[src/rtl/core/assert_macros.svh]
// Assertion macros shared by the transcoder RTL
`ifndef ASSERT_MACROS_SVH
`define ASSERT_MACROS_SVH

// check a property on every rising clock edge outside reset
`define ASSERT_CLK(label, prop, msg) \
  label: assert property (@(posedge clk) disable iff (!rst_n) (prop)) else $error(msg);

// check that a condition never holds outside reset
`define ASSERT_NEVER(label, cond, msg) \
  label: assert property (@(posedge clk) disable iff (!rst_n) !(cond)) else $error(msg);

`endif

[src/rtl/core/mu8_pkg.sv]
// Types, constants and charset tables of the Mac Roman / UTF-8 transcoder
package mu8_pkg;

  localparam logic DIR_ROMAN_TO_UTF8 = 1'b0;
  localparam logic DIR_UTF8_TO_ROMAN = 1'b1;

  localparam logic [7:0] CHAR_QUESTION = 8'h3F;
  localparam logic [7:0] UTF8_LEAD2    = 8'hC0;
  localparam logic [7:0] UTF8_LEAD3    = 8'hE0;
  localparam logic [7:0] UTF8_CONT     = 8'h80;

  typedef struct packed {
    logic [1:0] cnt;
    logic [2:0] last;
    logic [7:0] byte2;
    logic [7:0] byte1;
    logic [7:0] byte0;
  } res_t;

  // code points of bytes 0x80..0xFF
  localparam logic [15:0] ROMAN_HI [128] = '{
    16'h00C4, 16'h00C5, 16'h00C7, 16'h00C9, 16'h00D1, 16'h00D6, 16'h00DC, 16'h00E1,
    16'h00E0, 16'h00E2, 16'h00E4, 16'h00E3, 16'h00E5, 16'h00E7, 16'h00E9, 16'h00E8,
    16'h00EA, 16'h00EB, 16'h00ED, 16'h00EC, 16'h00EE, 16'h00EF, 16'h00F1, 16'h00F3,
    16'h00F2, 16'h00F4, 16'h00F6, 16'h00F5, 16'h00FA, 16'h00F9, 16'h00FB, 16'h00FC,
    16'h2020, 16'h00B0, 16'h00A2, 16'h00A3, 16'h00A7, 16'h2022, 16'h00B6, 16'h00DF,
    16'h00AE, 16'h00A9, 16'h2122, 16'h00B4, 16'h00A8, 16'h2260, 16'h00C6, 16'h00D8,
    16'h221E, 16'h00B1, 16'h2264, 16'h2265, 16'h00A5, 16'h00B5, 16'h2202, 16'h2211,
    16'h220F, 16'h03C0, 16'h222B, 16'h00AA, 16'h00BA, 16'h03A9, 16'h00E6, 16'h00F8,
    16'h00BF, 16'h00A1, 16'h00AC, 16'h221A, 16'h0192, 16'h2248, 16'h2206, 16'h00AB,
    16'h00BB, 16'h2026, 16'h00A0, 16'h00C0, 16'h00C3, 16'h00D5, 16'h0152, 16'h0153,
    16'h2013, 16'h2014, 16'h201C, 16'h201D, 16'h2018, 16'h2019, 16'h00F7, 16'h25CA,
    16'h00FF, 16'h0178, 16'h2044, 16'h20AC, 16'h2039, 16'h203A, 16'hFB01, 16'hFB02,
    16'h2021, 16'h00B7, 16'h201A, 16'h201E, 16'h2030, 16'h00C2, 16'h00CA, 16'h00C1,
    16'h00CB, 16'h00C8, 16'h00CD, 16'h00CE, 16'h00CF, 16'h00CC, 16'h00D3, 16'h00D4,
    16'hF8FF, 16'h00D2, 16'h00DA, 16'h00DB, 16'h00D9, 16'h0131, 16'h02C6, 16'h02DC,
    16'h00AF, 16'h02D8, 16'h02D9, 16'h02DA, 16'h00B8, 16'h02DD, 16'h02DB, 16'h02C7
  };

  function automatic logic [15:0] roman_to_ucs(input logic [7:0] b);
    logic [15:0] cp;
    cp = b[7] ? ROMAN_HI[b[6:0]] : {8'h00, b};
    return cp;
  endfunction

  function automatic logic [7:0] ucs_to_roman(input logic [15:0] cp);
    logic [7:0] r;
    r = CHAR_QUESTION;
    if (cp <= 16'h007F) begin
      r = cp[7:0];
    end else begin
      for (int k = 0; k < 128; k++) begin
        if (ROMAN_HI[k] == cp) begin
          r = {1'b1, 7'(k)};
        end
      end
    end
    return r;
  endfunction

endpackage

[src/rtl/core/macroman_utf8_transcoder_core.sv]
// Mac Roman / UTF-8 byte-stream transcoder: input register, converter, result buffer
//
// Converts a byte stream between Mac Roman and UTF-8 (16-bit plane); cfg_wdata
// selects the direction (0: Mac Roman to UTF-8, 1: UTF-8 to Mac Roman), and any
// write also drops a partial UTF-8 sequence. A zero byte ends a string, gives no
// output and drops a partial sequence. Each accepted byte is held in the input
// register, converted, and its 0 to 3 output bytes loaded into a three-entry
// result buffer that drains one byte per cycle while out_tready is high; out_tlast
// marks the final byte produced by an input byte. Direction 1 and ASCII in
// direction 0 run at one byte per cycle while out_tready is high; in direction 0
// the next byte waits in the input register while the single output port of the
// result buffer drains the UTF-8 bytes of the last one. Write the direction only while idle.
`include "assert_macros.svh"

module macroman_utf8_transcoder_core (
  input  logic       clk,
  input  logic       rst_n,
  input  logic       cfg_we,
  input  logic       cfg_wdata,    // direction
  input  logic       in_tvalid,
  output logic       in_tready,
  input  logic [7:0] in_tdata,     // in_byte
  output logic       out_tvalid,
  input  logic       out_tready,
  output logic [7:0] out_tdata,    // out_byte
  output logic       out_tlast     // last_of_run
);

  logic        dir_r;
  logic [15:0] pend_r, pend_nxt;
  logic [1:0]  rem_r, rem_nxt;

  logic        s1_valid_r;
  logic [7:0]  s1_byte_r;

  logic [7:0]  ob_byte_r [3];
  logic [2:0]  ob_last_r;
  logic [1:0]  ob_cnt_r;

  logic        pop, buf_free, s1_adv, in_acc;
  logic [15:0] cp_fwd, cp_rev;
  mu8_pkg::res_t res;

  assign pop      = out_tvalid && out_tready;
  assign buf_free = (ob_cnt_r == 2'd0) || ((ob_cnt_r == 2'd1) && pop);
  assign s1_adv   = s1_valid_r && buf_free;
  assign in_tready = !s1_valid_r || buf_free;
  assign in_acc   = in_tvalid && in_tready;

  assign out_tvalid = (ob_cnt_r != 2'd0);
  assign out_tdata  = ob_byte_r[0];
  assign out_tlast  = ob_last_r[0];

  assign cp_fwd = mu8_pkg::roman_to_ucs(s1_byte_r);
  assign cp_rev = pend_r | {10'd0, s1_byte_r[5:0]};

  always_comb begin
    res      = '0;
    pend_nxt = pend_r;
    rem_nxt  = rem_r;
    if (s1_byte_r == 8'h00) begin
      pend_nxt = '0;
      rem_nxt  = '0;
    end else if (dir_r == mu8_pkg::DIR_ROMAN_TO_UTF8) begin
      priority if (cp_fwd < 16'h0080) begin
        res.cnt   = 2'd1;
        res.byte0 = cp_fwd[7:0];
        res.last  = 3'b001;
      end else if (cp_fwd < 16'h0800) begin
        res.cnt   = 2'd2;
        res.byte0 = mu8_pkg::UTF8_LEAD2 | {3'b000, cp_fwd[10:6]};
        res.byte1 = mu8_pkg::UTF8_CONT | {2'b00, cp_fwd[5:0]};
        res.last  = 3'b010;
      end else begin
        res.cnt   = 2'd3;
        res.byte0 = mu8_pkg::UTF8_LEAD3 | {4'h0, cp_fwd[15:12]};
        res.byte1 = mu8_pkg::UTF8_CONT | {2'b00, cp_fwd[11:6]};
        res.byte2 = mu8_pkg::UTF8_CONT | {2'b00, cp_fwd[5:0]};
        res.last  = 3'b100;
      end
    end else begin
      priority if (rem_r == 2'd0) begin
        priority if (s1_byte_r < 8'h80) begin
          res.cnt   = 2'd1;
          res.byte0 = s1_byte_r;
          res.last  = 3'b001;
        end else if (s1_byte_r < mu8_pkg::UTF8_LEAD3) begin
          pend_nxt = {5'd0, s1_byte_r[4:0], 6'd0};
          rem_nxt  = 2'd1;
        end else begin
          pend_nxt = {s1_byte_r[3:0], 12'd0};
          rem_nxt  = 2'd2;
        end
      end else if (rem_r == 2'd2) begin
        pend_nxt = pend_r | {4'd0, s1_byte_r[5:0], 6'd0};
        rem_nxt  = 2'd1;
      end else begin
        res.cnt   = 2'd1;
        res.byte0 = mu8_pkg::ucs_to_roman(cp_rev);
        res.last  = 3'b001;
        pend_nxt  = '0;
        rem_nxt   = 2'd0;
      end
    end
  end

  always_ff @(posedge clk) begin
    if (!rst_n) begin
      dir_r  <= mu8_pkg::DIR_ROMAN_TO_UTF8;
      pend_r <= '0;
      rem_r  <= '0;
    end else if (cfg_we) begin
      dir_r  <= cfg_wdata;
      pend_r <= '0;
      rem_r  <= '0;
    end else if (s1_adv) begin
      pend_r <= pend_nxt;
      rem_r  <= rem_nxt;
    end
  end

  always_ff @(posedge clk) begin
    if (!rst_n) begin
      s1_valid_r <= 1'b0;
    end else if (in_tready) begin
      s1_valid_r <= in_tvalid;
    end
  end

  always_ff @(posedge clk) begin
    if (in_acc) begin
      s1_byte_r <= in_tdata;
    end
  end

  always_ff @(posedge clk) begin
    if (!rst_n) begin
      ob_cnt_r <= '0;
    end else if (s1_adv) begin
      ob_cnt_r <= res.cnt;
    end else if (pop) begin
      ob_cnt_r <= ob_cnt_r - 2'd1;
    end
  end

  always_ff @(posedge clk) begin
    if (s1_adv) begin
      ob_byte_r[0] <= res.byte0;
      ob_byte_r[1] <= res.byte1;
      ob_byte_r[2] <= res.byte2;
      ob_last_r    <= res.last;
    end else if (pop) begin
      ob_byte_r[0] <= ob_byte_r[1];
      ob_byte_r[1] <= ob_byte_r[2];
      ob_last_r    <= {1'b0, ob_last_r[2:1]};
    end
  end

  `ASSERT_CLK(a_final_flagged, (ob_cnt_r == 2'd1) |-> ob_last_r[0], "final buffered item not flagged last")
  `ASSERT_CLK(a_partial_dir1, (rem_r != 2'd0) |-> (dir_r == mu8_pkg::DIR_UTF8_TO_ROMAN), "partial sequence in direction 0")
  `ASSERT_CLK(a_s1_hold, (s1_valid_r && !buf_free) |=> (s1_valid_r && $stable(s1_byte_r)), "input register overwritten while blocked")
  `ASSERT_NEVER(a_no_load_busy, s1_adv && (ob_cnt_r > 2'd1), "result buffer loaded while holding items")

endmodule

[config.mk]
export PLATFORM = sky130hd
export DESIGN_NAME = macroman_utf8_transcoder_core
export DESIGN_NICKNAME = d
export VERILOG_FILES = /design/src/rtl/core/mu8_pkg.sv /design/src/rtl/core/macroman_utf8_transcoder_core.sv
export VERILOG_INCLUDE_DIRS = /design/src /design/src/rtl/core
export SDC_FILE = /design/constraint.sdc
export NUM_CORES = 1
export LEC_CHECK = 0
export BUFFER_PORTS_ARGS = -buffer_cell sky130_fd_sc_hd__clkbuf_2
export CAP_MARGIN = 20
export CORE_AREA = 2 2 121 123
export DETAILED_ROUTE_END_ITERATION = 16
export DIE_AREA = 0 0 123 125
export GPL_ROUTABILITY_DRIVEN = 1
export PLACE_DENSITY = 0.71
export SLEW_MARGIN = 40
export SYNTH_ARGS = -nofsm -noshare
export SYNTH_HDL_FRONTEND = slang
export SYNTH_SLANG_ARGS = --single-unit
[constraint.sdc]
create_clock -name clk -period 4.1 [get_ports clk]
set_input_delay 0.41 -clock clk [delete_from_list [all_inputs] [get_ports clk]]
set_output_delay 0.41 -clock clk [all_outputs]
set_load 0.03 [all_outputs]
==> reports/results.ini <==
[critical_path]
cp.arrival_ns=4.04
r2r_slack_ns=0.20
start_kind=flip-flop
critPathMaxFanout=20
crit_path_end_kind=flip-flop
rr_worst_depth=10
cp-endpoint=ob_byte_r[0][1]$_DFFE_PP_
critical_path_class=reg -> reg
r2r-start=s1_byte_r[1]$_DFFE_PP_
critPathLaunch=s1_byte_r[1]$_DFFE_PP_
worst_ep_required_time_ns=4.23
r2r_end=ob_byte_r[0][1]$_DFFE_PP_

[timing]
rsz0062_at_grt=false
slew_headroom=0.4312
worstMarginPinSlew_ns=0.8532
fmax_mhz=256.1
fin_tns_setup_ns=0
finalMaxSlewViolations=0
min_period_ns=3.904
period_share=0.9523
finalHoldViolCount=0
finalSetupViolCount=0
whs_ns=0.2919
fin_worst_skew_ns=0.005983

[floorplan]
ios=25
die_area_um2=15380
die_x_um=123
start_util=0.5383
rows=44
die_h_um=125
design.core.area_um2=14200

[routing]
drtIter0Drc=1651
vias=9643
wl_per_cell_um=29.52
ant_nets=0
drt_wl_total_um=36200
drcViolationCount=0
routed_via_density=7.865
dr.pass1.iters=9

[layout]
areaGrowthSynthToFinish_pct=5.989
layout-drive-gt1-share=0.1564
finalInstanceArea_um2=8104
fin_nets=1077
final_core_util=0.5706
final.fill_count=1305
diodes=0

[global_routing]
grt_first_pass_wirelength_um=54200
grt_use_total=0.4648
antenna_found_initial=1
grt_pass1_vias=8904
grt-ovfl-total=0
grt_max_degree=60

[clock_tree]
cts_buffer_depth=2
cts_buffers=5
cts_max_level=2
holdBufCountCts=0
clk_latency_ns=0.29
cts_tree=built
clk_pin_slew_worst_paths_ns=0.07
cts_setup_buffers=0
root_buffer=clkbuf_16
cts.sinks=49
postCtsResizedCells=0

[synth]
async_flop_share=0
yosysMostFrequentCell=nand2_1
syn_nets=1082
synth_area_um2=7646
synth-seq-cells=49
synth.avg_cell_area_um2=7.310
synth_edf_count=33
yosysSeqAreaShare=0.1715
synthTopCellsByCount=nand2_1 (104), nor2_1 (95), o21ai_0 (75), a21oi_1 (65), nor3_1 (40)
synth_cells=1046
synth_flop_cell=edfxtp_1
ys_top_cells_by_area=edfxtp_1 (13%), nand2_1 (5.1%), o21ai_0 (4.9%)
synth_warnings=0
yosysTopAreaCell=edfxtp_1
synth_cell_types=104
synth_top_area_share=0.1296

[power]
power_mw=2.308
powerDensity_nw_per_um2=284.8
leakage_nw=2.927
peakVddDrop_mv=0.4884

[placement]
place_area_um2=7943
hpwlAfterDp_um=25980
gp_congestion=1.098
io_buffers=24

[worst_hold_path]
hp-start=in_tdata[0]
holdPathStages=1
min_path_type=in -> reg

[flow_run]
maxCapViolCount=0

[outcome]
outcome=finished clean

worst max-delay path, stage by stage (launching register included):
cell and delay [ns]:
edfxtp_1 0.35, buf_4 0.30, ha_1 0.68, mux2i_1 0.31, nor2_1 0.38, nand2_1 0.10
a221o_1 0.36, a21oi_1 0.44, o21ai_0 0.15, a31oi_1 0.39, a2bb2oi_1 0.26
layout by cell type (no fill, tap or decap), types with 9 or more instances in the layout:
| cell type | synthesis | routed |
|---|---|---|
| a211oi_1 | 19 | 19 |
| a21o_1 | 9 | 9 |
| a21oi_1 | 65 | 65 |
| a22oi_1 | 18 | 18 |
| a31oi_1 | 14 | 14 |
| and3_1 | 14 | 14 |
| buf_4 | 24 | 70 |
| clkbuf_2 | 1 | 24 |
| dfxtp_1 | 16 | 16 |
| edfxtp_1 | 33 | 33 |
| ha_1 | 22 | 22 |
| inv_1 | 17 | 17 |
| mux2i_1 | 9 | 9 |
| nand2_1 | 104 | 103 |
| nand2b_1 | 20 | 20 |
| nand3_1 | 32 | 32 |
| nand3b_1 | 10 | 10 |
| nand4_1 | 13 | 13 |
| nor2_1 | 95 | 94 |
| nor2b_1 | 25 | 25 |
| nor3_1 | 40 | 39 |
| nor3b_1 | 13 | 12 |
| nor4_1 | 13 | 12 |
| o211ai_1 | 20 | 20 |
| o21ai_0 | 75 | 75 |
| o221ai_1 | 14 | 14 |
| o22ai_1 | 14 | 14 |
| o311ai_0 | 10 | 10 |
| o31ai_1 | 9 | 9 |
through the flow:
| step | cells | worst slack, ns |
|---|---|---|
| 6_report | 1226 | 0.1957 |
| 3_3_place_gp | 1218 | 0.5172 |
| 3_5_place_dp | 1218 | 0.5739 |
| 2_1_floorplan | 1046 | 0.4481 |
| 4_1_cts | 1226 | 0.4980 |
| 5_1_grt | 1226 | 0.09684 |
report_power, final:
part | switching [mW] | leakage (nW) | internal (mW)
Clock | 0.198 | 0.0680 | 0.231
Sequential | 0.0678 | 0.448 | 0.661
Combinational | 0.792 | 2.41 | 0.359
Total | 1.06 | 2.93 | 1.25
worst min-delay path by stage:
stage                                            end
after floorplan             ob_cnt_r[1]$_SDFFE_PN0P_
after global routing          s1_byte_r[7]$_DFFE_PP_
after CTS                     s1_byte_r[0]$_DFFE_PP_
final                         s1_byte_r[0]$_DFFE_PP_
after global placement     ob_byte_r[0][8]$_DFFE_PP_
after detailed placement  ob_byte_r[0][15]$_DFFE_PP_
sequential cells by signal, indices dropped and copies added, names as in the netlist:
| signal | flops |
|---|---|
| s1_byte_r | 8 |
| ob_byte_r | 22 |
| ob_last_r | 3 |
| rem_r | 2 |
| pend_r | 10 |
| s1_valid_r | 1 |
| ob_cnt_r | 2 |
| dir_r | 1 |
metal layers:
layer  vias up  share of wire  track usage
met5         -        0.00036            0
met4         2          0.096       0.3329
met3       271           0.13       0.1209
met2       945           0.43       0.7036
met1      4406           0.35       0.5663
li1       4019              -            -
area by class of cell:
class                           instances  area (um^2)  area share
Tap cell                              184        230.2     0.02841
Multi-Input combinational cell        867         5643      0.6963
Inverter                               22        82.58     0.01019
Clock buffer                            5        125.1     0.01544
Clock inverter                          3        26.28    0.003242
Timing Repair Buffer                   96        685.7     0.08461
Sequential cell                        49         1311      0.1618
logic make-up (layout without fill, tap and decap cells):
family / count (synthesis) / in the layout / synth area share
AOI/OAI and AO/OA: 365 / 365 / 0.3351
xor gates and xnor gates: 2 / 2 / 0.002291
adders and majority gates: 22 / 22 / 0.03600
buffers and inverters: 130 / 126 / 0.09327
DFF: 49 / 49 / 0.1715
muxes: 16 / 16 / 0.02209
and+or+nand+nor: 462 / 462 / 0.3397
No activity file was read; power rests on OpenSTA's default activity.
